$ cat src/mclp_pkg.sv
// mclp_pkg: types, codes and constants shared by the motor command line parser
// used by mclp_parser and motor_command_line_parser; no dependencies

`default_nettype none

package mclp_pkg;

  // field widths
  localparam int unsigned BYTE_W    = 8;
  localparam int unsigned SPEED_W   = 7;
  localparam int unsigned PERIOD_W  = 16;
  localparam int unsigned RESP_W    = 2;
  localparam int unsigned CFG_IDX_W = 1;
  localparam int unsigned CFG_W     = 16;
  localparam int unsigned OUT_W     = 32;

  // reset values of the configuration registers, and the speed limit
  localparam logic [PERIOD_W-1:0] RESET_PERIOD        = 16'd999;
  localparam logic [SPEED_W-1:0]  RESET_DEFAULT_SPEED = 7'd30;
  localparam logic [SPEED_W-1:0]  SPEED_MAX           = 7'd100;

  // divide by 100 as (x >> 2) / 25, the latter by reciprocal multiply
  localparam int unsigned PROD_W     = SPEED_W + PERIOD_W;   // 23
  localparam int unsigned QUART_W    = PROD_W - 2;           // 21
  localparam int unsigned RECIP_W    = 22;
  localparam int unsigned RECIP_SH   = 26;
  localparam logic [RECIP_W-1:0] RECIP_25 = 22'd2684355;     // ceil(2^26 / 25)
  localparam int unsigned SCALED_W   = QUART_W + RECIP_W;    // 43

  // configuration register indexes
  typedef enum logic [CFG_IDX_W-1:0] {
    CFG_PWM_PERIOD    = 1'b0,
    CFG_DEFAULT_SPEED = 1'b1
  } cfg_index_t;

  // response codes
  typedef enum logic [RESP_W-1:0] {
    RESP_OK      = 2'd0,
    RESP_OK_DEF  = 2'd1,
    RESP_OK_KEEP = 2'd2,
    RESP_ERR     = 2'd3
  } resp_t;

  // parser phases
  typedef enum logic [3:0] {
    PH_LEAD   = 4'd0,
    PH_O_UP   = 4'd1,
    PH_O_LO   = 4'd2,
    PH_OF_UP  = 4'd3,
    PH_OF_LO  = 4'd4,
    PH_S_UP   = 4'd5,
    PH_S_LO   = 4'd6,
    PH_SKIP1  = 4'd7,
    PH_SKIPSP = 4'd8,
    PH_DIGITS = 4'd9,
    PH_TRAIL  = 4'd10,
    PH_HOLD   = 4'd11
  } phase_t;

  typedef enum logic [1:0] {
    KW_NONE  = 2'd0,
    KW_ON    = 2'd1,
    KW_OFF   = 2'd2,
    KW_SPEED = 2'd3
  } keyword_t;

  // characters
  localparam logic [BYTE_W-1:0] CH_NUL   = 8'h00;
  localparam logic [BYTE_W-1:0] CH_SPACE = 8'h20;
  localparam logic [BYTE_W-1:0] CH_ZERO  = 8'h30;
  localparam logic [BYTE_W-1:0] CH_NINE  = 8'h39;
  localparam logic [BYTE_W-1:0] CH_UP_O  = 8'h4F;
  localparam logic [BYTE_W-1:0] CH_LO_O  = 8'h6F;
  localparam logic [BYTE_W-1:0] CH_UP_S  = 8'h53;
  localparam logic [BYTE_W-1:0] CH_LO_S  = 8'h73;
  localparam logic [BYTE_W-1:0] CH_UP_N  = 8'h4E;
  localparam logic [BYTE_W-1:0] CH_UP_F  = 8'h46;
  localparam logic [BYTE_W-1:0] CASE_BIT = 8'h20;

  // result of one evaluated line, handed to the scaling pipeline
  typedef struct packed {
    resp_t               resp;
    logic [SPEED_W-1:0]  speed;
  } line_result_t;

  // upper case letters of the speed keyword
  function automatic logic [BYTE_W-1:0] speed_letter(input logic [2:0] idx);
    logic [BYTE_W-1:0] ch;
    case (idx)
      3'd0:    ch = 8'h53;  // S
      3'd1:    ch = 8'h50;  // P
      3'd2:    ch = 8'h45;  // E
      3'd3:    ch = 8'h45;  // E
      default: ch = 8'h44;  // D
    endcase
    return ch;
  endfunction

endpackage

`default_nettype wire

$ cat src/mclp_parser.sv
// mclp_parser: per-byte command line state machine and motor speed register
// depends on mclp_pkg

`default_nettype none

module mclp_parser
  import mclp_pkg::*;
(
  input  wire logic               clk,
  input  wire logic               rst,
  input  wire logic               accept,
  input  wire logic [BYTE_W-1:0]  rx_byte,
  input  wire logic               line_end,
  input  wire logic [SPEED_W-1:0] default_speed,
  output line_result_t            result
);

  phase_t             phase, phase_next;
  keyword_t           keyword, keyword_next;
  logic [BYTE_W-1:0]  acc, acc_next;
  logic               line_error, line_error_next;
  logic [SPEED_W-1:0] motor_speed, motor_speed_next;

  logic [BYTE_W-1:0]  low;
  logic [BYTE_W-1:0]  digit;
  logic               is_digit;
  logic [SPEED_W-1:0] clamped_default;

  assign is_digit = (rx_byte >= CH_ZERO) && (rx_byte <= CH_NINE);
  assign digit    = rx_byte - CH_ZERO;
  assign low      = (phase == PH_O_LO || phase == PH_OF_LO || phase == PH_S_LO) ?
                    CASE_BIT : '0;

  // next parse state
  always_comb begin
    phase_next      = phase;
    keyword_next    = keyword;
    acc_next        = acc;
    line_error_next = line_error;
    if (accept && line_end) begin
      phase_next      = PH_LEAD;
      keyword_next    = KW_NONE;
      acc_next        = '0;
      line_error_next = 1'b0;
    end else if (accept && phase != PH_HOLD) begin
      if (rx_byte == CH_NUL) begin
        // string terminator: rest of the line is ignored
        if (!(keyword == KW_ON || keyword == KW_OFF ||
              phase == PH_DIGITS || phase == PH_TRAIL)) begin
          line_error_next = 1'b1;
        end
        phase_next = PH_HOLD;
      end else begin
        case (phase)
          PH_LEAD: begin
            if (rx_byte == CH_SPACE) begin
              phase_next = PH_LEAD;
            end else if (rx_byte == CH_UP_O) begin
              phase_next = PH_O_UP;
            end else if (rx_byte == CH_LO_O) begin
              phase_next = PH_O_LO;
            end else if (rx_byte == CH_UP_S) begin
              acc_next   = 8'd1;
              phase_next = PH_S_UP;
            end else if (rx_byte == CH_LO_S) begin
              acc_next   = 8'd1;
              phase_next = PH_S_LO;
            end else begin
              line_error_next = 1'b1;
              phase_next      = PH_HOLD;
            end
          end
          PH_O_UP, PH_O_LO: begin
            if (rx_byte == (CH_UP_N | low)) begin
              keyword_next = KW_ON;
              phase_next   = PH_HOLD;
            end else if (rx_byte == (CH_UP_F | low)) begin
              phase_next = (phase == PH_O_LO) ? PH_OF_LO : PH_OF_UP;
            end else begin
              line_error_next = 1'b1;
              phase_next      = PH_HOLD;
            end
          end
          PH_OF_UP, PH_OF_LO: begin
            if (rx_byte == (CH_UP_F | low)) begin
              keyword_next = KW_OFF;
              phase_next   = PH_HOLD;
            end else begin
              line_error_next = 1'b1;
              phase_next      = PH_HOLD;
            end
          end
          PH_S_UP, PH_S_LO: begin
            // acc counts matched letters of the keyword
            if (acc >= 8'd5 || rx_byte != (speed_letter(acc[2:0]) | low)) begin
              line_error_next = 1'b1;
              phase_next      = PH_HOLD;
            end else if (acc == 8'd4) begin
              keyword_next = KW_SPEED;
              acc_next     = '0;
              phase_next   = PH_SKIP1;
            end else begin
              acc_next = acc + 8'd1;
            end
          end
          PH_SKIP1: begin
            phase_next = PH_SKIPSP;
          end
          PH_SKIPSP: begin
            if (rx_byte == CH_SPACE) begin
              phase_next = PH_SKIPSP;
            end else if (is_digit) begin
              acc_next   = digit;
              phase_next = PH_DIGITS;
            end else begin
              line_error_next = 1'b1;
              phase_next      = PH_HOLD;
            end
          end
          PH_DIGITS: begin
            if (is_digit) begin
              // value kept modulo 256
              acc_next = {acc[4:0], 3'b000} + {acc[6:0], 1'b0} + digit;
            end else if (rx_byte == CH_SPACE) begin
              phase_next = PH_TRAIL;
            end else begin
              line_error_next = 1'b1;
              phase_next      = PH_HOLD;
            end
          end
          PH_TRAIL: begin
            if (rx_byte != CH_SPACE) begin
              line_error_next = 1'b1;
              phase_next      = PH_HOLD;
            end
          end
          default: begin
            line_error_next = 1'b1;
            phase_next      = PH_HOLD;
          end
        endcase
      end
    end
  end

  // line evaluation at end of line
  assign clamped_default = (default_speed > SPEED_MAX) ? SPEED_MAX : default_speed;

  always_comb begin
    result.resp      = RESP_ERR;
    motor_speed_next = motor_speed;
    if (!line_error && keyword == KW_ON) begin
      if (motor_speed == '0) begin
        motor_speed_next = clamped_default;
        result.resp      = RESP_OK_DEF;
      end else begin
        result.resp = RESP_OK_KEEP;
      end
    end else if (!line_error && keyword == KW_OFF) begin
      motor_speed_next = '0;
      result.resp      = RESP_OK;
    end else if (!line_error && keyword == KW_SPEED &&
                 (phase inside {PH_DIGITS, PH_TRAIL, PH_HOLD}) &&
                 acc <= 8'd100) begin
      motor_speed_next = acc[SPEED_W-1:0];
      result.resp      = RESP_OK;
    end
    result.speed = motor_speed_next;
  end

  // state registers
  always_ff @(posedge clk) begin
    if (rst) begin
      phase       <= PH_LEAD;
      keyword     <= KW_NONE;
      acc         <= '0;
      line_error  <= 1'b0;
      motor_speed <= '0;
    end else begin
      phase      <= phase_next;
      keyword    <= keyword_next;
      acc        <= acc_next;
      line_error <= line_error_next;
      if (accept && line_end) begin
        motor_speed <= motor_speed_next;
      end
    end
  end

endmodule

`default_nettype wire

$ cat src/motor_command_line_parser.sv
// motor_command_line_parser: top level, config registers and pwm scaling pipeline
// depends on mclp_pkg and mclp_parser
// path: a result passes the stage 1, stage 2 and output registers after the item that ends its line
// throughput: one item per cycle; ready drops only when all three result
// stages are full and the output is stalled
// reset: rst synchronous active high; period 999, default speed 30, motor stopped

`default_nettype none

module motor_command_line_parser
  import mclp_pkg::*;
(
  input  wire logic                 clk,
  input  wire logic                 rst,
  // configuration write port
  input  wire logic                 cfg_we,
  input  wire logic [CFG_IDX_W-1:0] cfg_index,
  input  wire logic [CFG_W-1:0]     cfg_data,
  // command bytes
  input  wire logic                 s_tvalid,
  output logic                      s_tready,
  input  wire logic [BYTE_W-1:0]    s_tdata,   // [7:0] rx_byte
  input  wire logic                 s_tlast,   // line_end
  // responses
  output logic                      m_tvalid,
  input  wire logic                 m_tready,
  output logic [OUT_W-1:0]          m_tdata    // [1:0] response, [8:2] speed_percent,
                                               // [24:9] compare_value, [25] drive_on
);

  logic [PERIOD_W-1:0] timer_period;
  logic [SPEED_W-1:0]  default_speed;

  logic         accept;
  line_result_t line_res;

  logic               adv1, adv2, adv3;
  logic               s1_valid;
  line_result_t       s1_res;
  logic               s2_valid;
  line_result_t       s2_res;
  logic [PROD_W-1:0]  s2_prod;
  logic [SCALED_W-1:0] scaled;

  resp_t               out_resp;
  logic [SPEED_W-1:0]  out_speed;
  logic [PERIOD_W-1:0] out_compare;
  logic                out_drive;

  // configuration registers
  always_ff @(posedge clk) begin
    if (rst) begin
      timer_period  <= RESET_PERIOD;
      default_speed <= RESET_DEFAULT_SPEED;
    end else if (cfg_we) begin
      case (cfg_index)
        CFG_PWM_PERIOD:    timer_period  <= cfg_data;
        CFG_DEFAULT_SPEED: default_speed <= cfg_data[SPEED_W-1:0];
        default:           timer_period  <= timer_period;
      endcase
    end
  end

  // stage advance, bubbles collapse
  assign adv3     = !m_tvalid || m_tready;
  assign adv2     = !s2_valid || adv3;
  assign adv1     = !s1_valid || adv2;
  assign s_tready = adv1;
  assign accept   = s_tvalid && s_tready;

  mclp_parser u_parser (
    .clk           (clk),
    .rst           (rst),
    .accept        (accept),
    .rx_byte       (s_tdata),
    .line_end      (s_tlast),
    .default_speed (default_speed),
    .result        (line_res)
  );

  // stage 1: evaluated line
  always_ff @(posedge clk) begin
    if (rst) begin
      s1_valid <= 1'b0;
    end else if (adv1) begin
      s1_valid <= accept && s_tlast;
    end
  end

  always_ff @(posedge clk) begin
    if (adv1) begin
      s1_res <= line_res;
    end
  end

  // stage 2: speed times period
  always_ff @(posedge clk) begin
    if (rst) begin
      s2_valid <= 1'b0;
    end else if (adv2) begin
      s2_valid <= s1_valid;
    end
  end

  always_ff @(posedge clk) begin
    if (adv2) begin
      s2_res  <= s1_res;
      s2_prod <= PROD_W'(s1_res.speed) * PROD_W'(timer_period);
    end
  end

  // stage 3: divide by 100 as quarter times reciprocal of 25
  assign scaled = SCALED_W'(s2_prod[PROD_W-1:2]) * SCALED_W'(RECIP_25);

  always_ff @(posedge clk) begin
    if (rst) begin
      m_tvalid <= 1'b0;
    end else if (adv3) begin
      m_tvalid <= s2_valid;
    end
  end

  always_ff @(posedge clk) begin
    if (adv3) begin
      out_resp    <= s2_res.resp;
      out_speed   <= s2_res.speed;
      out_compare <= scaled[RECIP_SH+PERIOD_W-1:RECIP_SH];
      out_drive   <= (s2_res.speed != '0);
    end
  end

  // output packing
  assign m_tdata = {6'b000000, out_drive, out_compare, out_speed, out_resp};

  // checks
  a_drive_matches_speed: assert property (@(posedge clk) disable iff (rst)
    m_tvalid |-> (out_drive == (out_speed != '0)))
    else $error("drive flag disagrees with speed");

  a_speed_in_range: assert property (@(posedge clk) disable iff (rst)
    m_tvalid |-> (out_speed <= SPEED_MAX))
    else $error("speed above 100");

  a_stopped_compare_zero: assert property (@(posedge clk) disable iff (rst)
    (m_tvalid && out_speed == '0) |-> (out_compare == '0))
    else $error("compare nonzero while stopped");

  a_stall_only_when_full: assert property (@(posedge clk) disable iff (rst)
    !s_tready |-> (s1_valid && s2_valid && m_tvalid && !m_tready))
    else $error("input stalled with room in pipeline");

endmodule

`default_nettype wire
$ cat config.mk
export PLATFORM = sky130hd
export DESIGN_NAME = motor_command_line_parser
export DESIGN_NICKNAME = d
export VERILOG_FILES = /design/src/mclp_pkg.sv /design/src/mclp_parser.sv /design/src/motor_command_line_parser.sv
export SDC_FILE = /design/constraint.sdc
export NUM_CORES = 1
export LEC_CHECK = 0
export ABC_CLOCK_PERIOD_IN_PS = 7200
export BUFFER_PORTS_ARGS = -buffer_cell sky130_fd_sc_hd__buf_2
export CAP_MARGIN = 20
export CORE_UTILIZATION = 60
export DETAILED_ROUTE_END_ITERATION = 10
export GPL_TIMING_DRIVEN = 0
export PLACE_DENSITY_LB_ADDON = 0.08
export SLEW_MARGIN = 0
export SYNTH_ARGS = -nofsm -noshare
export SYNTH_HDL_FRONTEND = slang
export SYNTH_SLANG_ARGS = --single-unit
$ cat constraint.sdc
create_clock -name clk -period 7.2 [get_ports clk]
set_clock_uncertainty 0.2 [all_clocks]
set_input_delay 1.44 -clock clk [delete_from_list [all_inputs] [get_ports clk]]
set_output_delay 1.44 -clock clk [all_outputs]
set_load 0.005 [all_outputs]
==> impl_metrics.yaml <==
status:
  outcome: "complete, no violations"
timing:
  fmaxAchievable_mhz: 143.6
  finalCritPeriodShare: 0.9673
  setup_viol: 0
  slew_violations: 0
  finalCriticalPeriod_ns: 6.964
  worst_pin_slew_ns: 0.9449
  slew-limit-headroom: 0.3642
  hold_violations: 0
  setup_tns_ns: 0
synthesis:
  syn_inst: 1636
  yosysUniqueCellTypes: 74
  yosysTopAreaCell: "fa_1"
  ys_top_cells_by_area: "fa_1 (29%), ha_1 (21%), edfxtp_1 (12%), inv_1 (7.8%), dfxtp_1 (6.0%)"
  ys_warn_count: 0
  synth_edf_count: 65
  avgSynthCellArea_um2: 9.747
  ys_seq_area_frac: 0.1827
  ys_ff_latch: 113
  synth_flop_cell: "edfxtp_1"
  netlist.area_leader.share: 0.2875
  synth-async-reset-ratio: 0
  syn_area_um2: 15950
place:
  io_buffer_count: 56
  dp_hpwl_mm: 29.22
  gp_congestion: 0.9519
setup_path:
  crit_family: "adder cells"
  critical_path.slowest_cell: "edfxtp_1"
  path_max_fanout: 6
  critPathCaptureType: "flip-flop"
  required_ns: 7.18
  r2r_start: "s2_prod[11]"
  worstPathArrival_ns: 6.94
  path_cells: "ha_1, inv_1, fa_1, inv_1, fa_1, fa_1, fa_1, fa_1, fa_1, ha_1, nand4_1, o22ai_1, o2111ai_1, or2_2, o211a_1, a21oi_1, o221ai_1, xnor2_1"
  crit_path_start: "s2_prod[11]"
  slowest_delay_ns: 0.59
  crit_type: "flip-flop to flip-flop"
  path_buf_inv: 2
  startpoint_type: "flip-flop"
  cpMostUsedCell: "fa_1"
floorplanning:
  core_area_um2: 26060
  ioPinCount: 65
  die_y_um: 165.0
  num_rows: 59
  start_util: 0.6119
  fp.dieArea_um2: 27230
  die_w_um: 165.0
job:
  drv_cap: 0
routing:
  dr_total_vias: 11410
  routedWlPerCell_um: 16.92
  ant_nets: 0
  via_per_inst: 5.496
  drt_iter0_markers: 521
  drc: 0
  drt-total-wl_mm: 35.12
  first_pass_iters: 5
clock_network:
  cts_tree: "yes"
  cts_resized: 0
  ctsRootBufferMaster: "clkbuf_16"
  clk_pin_slew_ns: 0.06
  cts_buffer_depth: 2
  postCtsSetupBuffers: 0
  h-tree-depth: 4
  cts_buffers: 17
  cts.sinks: 113
  cts_hold_buf: 0
  clk_latency_ns: 0.43
finish:
  layout_commonest_cell: "inv_1"
  layout-drive-gt1-share: 0.07237
  nNetsFinal: 2250
  syn_to_final_growth_pct: 8.976
  seq_area_um2: 2913
  final_cell_mix: "inv_1 (331), ha_1 (262), fa_1 (229)"
  diodes: 0
  multiInputGateArea_um2: 11590
  fillCellCount: 2108
worst_hold_path:
  hp-start: "s1_res[7]"
  hold_class: "flip-flop to flip-flop"
global_route:
  antenna_found_initial: 0
  grt_pass1_vias: 11630
  grt_max_degree: 27
  grt_usage: 0.2762
  grt_pass1_wl_mm: 57.15
  gr-total-overflow: 0
-- synthesized netlist by cell type, types with 5 or more instances --
cell / count
or3_1: 7
o21ai_0: 40
a211oi_1: 11
fa_1: 229
edfxtp_1: 65
o21a_1: 5
inv_1: 331
nand3_1: 28
xnor2_1: 36
dfxtp_1: 48
a21o_1: 15
a221oi_1: 5
ha_1: 262
nor2_1: 63
mux2i_1: 5
nor2b_1: 14
and2_1: 31
o211ai_1: 5
a31oi_1: 8
xor2_1: 14
buf_4: 8
nor4_1: 6
nand2_1: 167
or2_2: 6
o21bai_1: 8
clkbuf_1: 34
nand2b_1: 8
a21oi_1: 66
nand4_1: 5
and3_1: 11
o22ai_1: 8
nor3_1: 18
-- area by class of cell --
type	instances	share of cell area
well taps	335	0.02412
clock buffers	21	0.02959
repair buffers	68	0.02362
plain buffers	48	0.01274
flip-flops and latches	113	0.1676
inverters	331	0.07150
clock inverters	11	0.003960
multi-input cells	1149	0.6669
-- through the flow --
stage	setup slack, ns	area [um^2]	cells	hold slack [ns]	utilization
final	0.2356	17380	2076	0.2214	0.6669
after global routing	-0.01934	17380	2076	0.2297	0.6669
after CTS	0.1659	17280	2065	0.2215	0.6629
after detailed placement	0.1744	16690	2033	0.2062	0.6406
after global placement	0.2159	16660	2032	0.2018	0.6395
after floorplan	0.8724	15970	1641	0.2003	-
-- logic make-up (layout without fill, tap and decap cells) --
| kind of cell | Yosys count | count (layout) | share of synthesized area |
|---|---|---|---|
| fa+ha+maj | 491 | 491 | 0.4931 |
| simple gates | 385 | 385 | 0.1146 |
| buf+inv | 379 | 479 | 0.09180 |
| compound gates | 212 | 212 | 0.08710 |
| flops | 113 | 113 | 0.1827 |
| xor+xnor | 50 | 50 | 0.02746 |
| mux | 5 | 5 | 0.003139 |
| other cells | 1 | 6 | 0.0002352 |
-- registers in the layout (all words and copies together) (netlist names) --
signal and cells:
s2_res 9, out_drive 1, out_speed 7, u_parser.motor_speed 7, u_parser.keyword 2, s1_valid 1
u_parser.line_error 1, out_resp 2, default_speed 7, s1_res 9, u_parser.phase 4, s2_prod 21
timer_period 16, out_compare 16, m_tvalid 1, u_parser.acc 8, s2_valid 1
-- worst paths after layout --
| kind | depth (start not counted) | slack [ns] | to |
|---|---|---|---|
| setup / recovery | 18 | 0.24 | out_compare[15] |
| setup reg to reg | 18 | 0.24 | out_compare[15] |
| hold reg to reg | 0 | 0.22 | s2_res[7] |
| hold / removal | 0 | 0.22 | s2_res[7] |
-- routing by layer --
layer / share of wire / vias to the layer above / global-route usage
met1: 0.44 / 5542 / 0.3649
li1: - / 5507 / -
met3: 0.054 / 45 / 0.04947
met2: 0.49 / 315 / 0.4654
met5: 0 / - / 0
met4: 0.017 / 0 / 0.07548
Power is left out: the tool's default activity adds up to more than one toggle a clock period on the data nets, which glitch-free logic cannot reach.
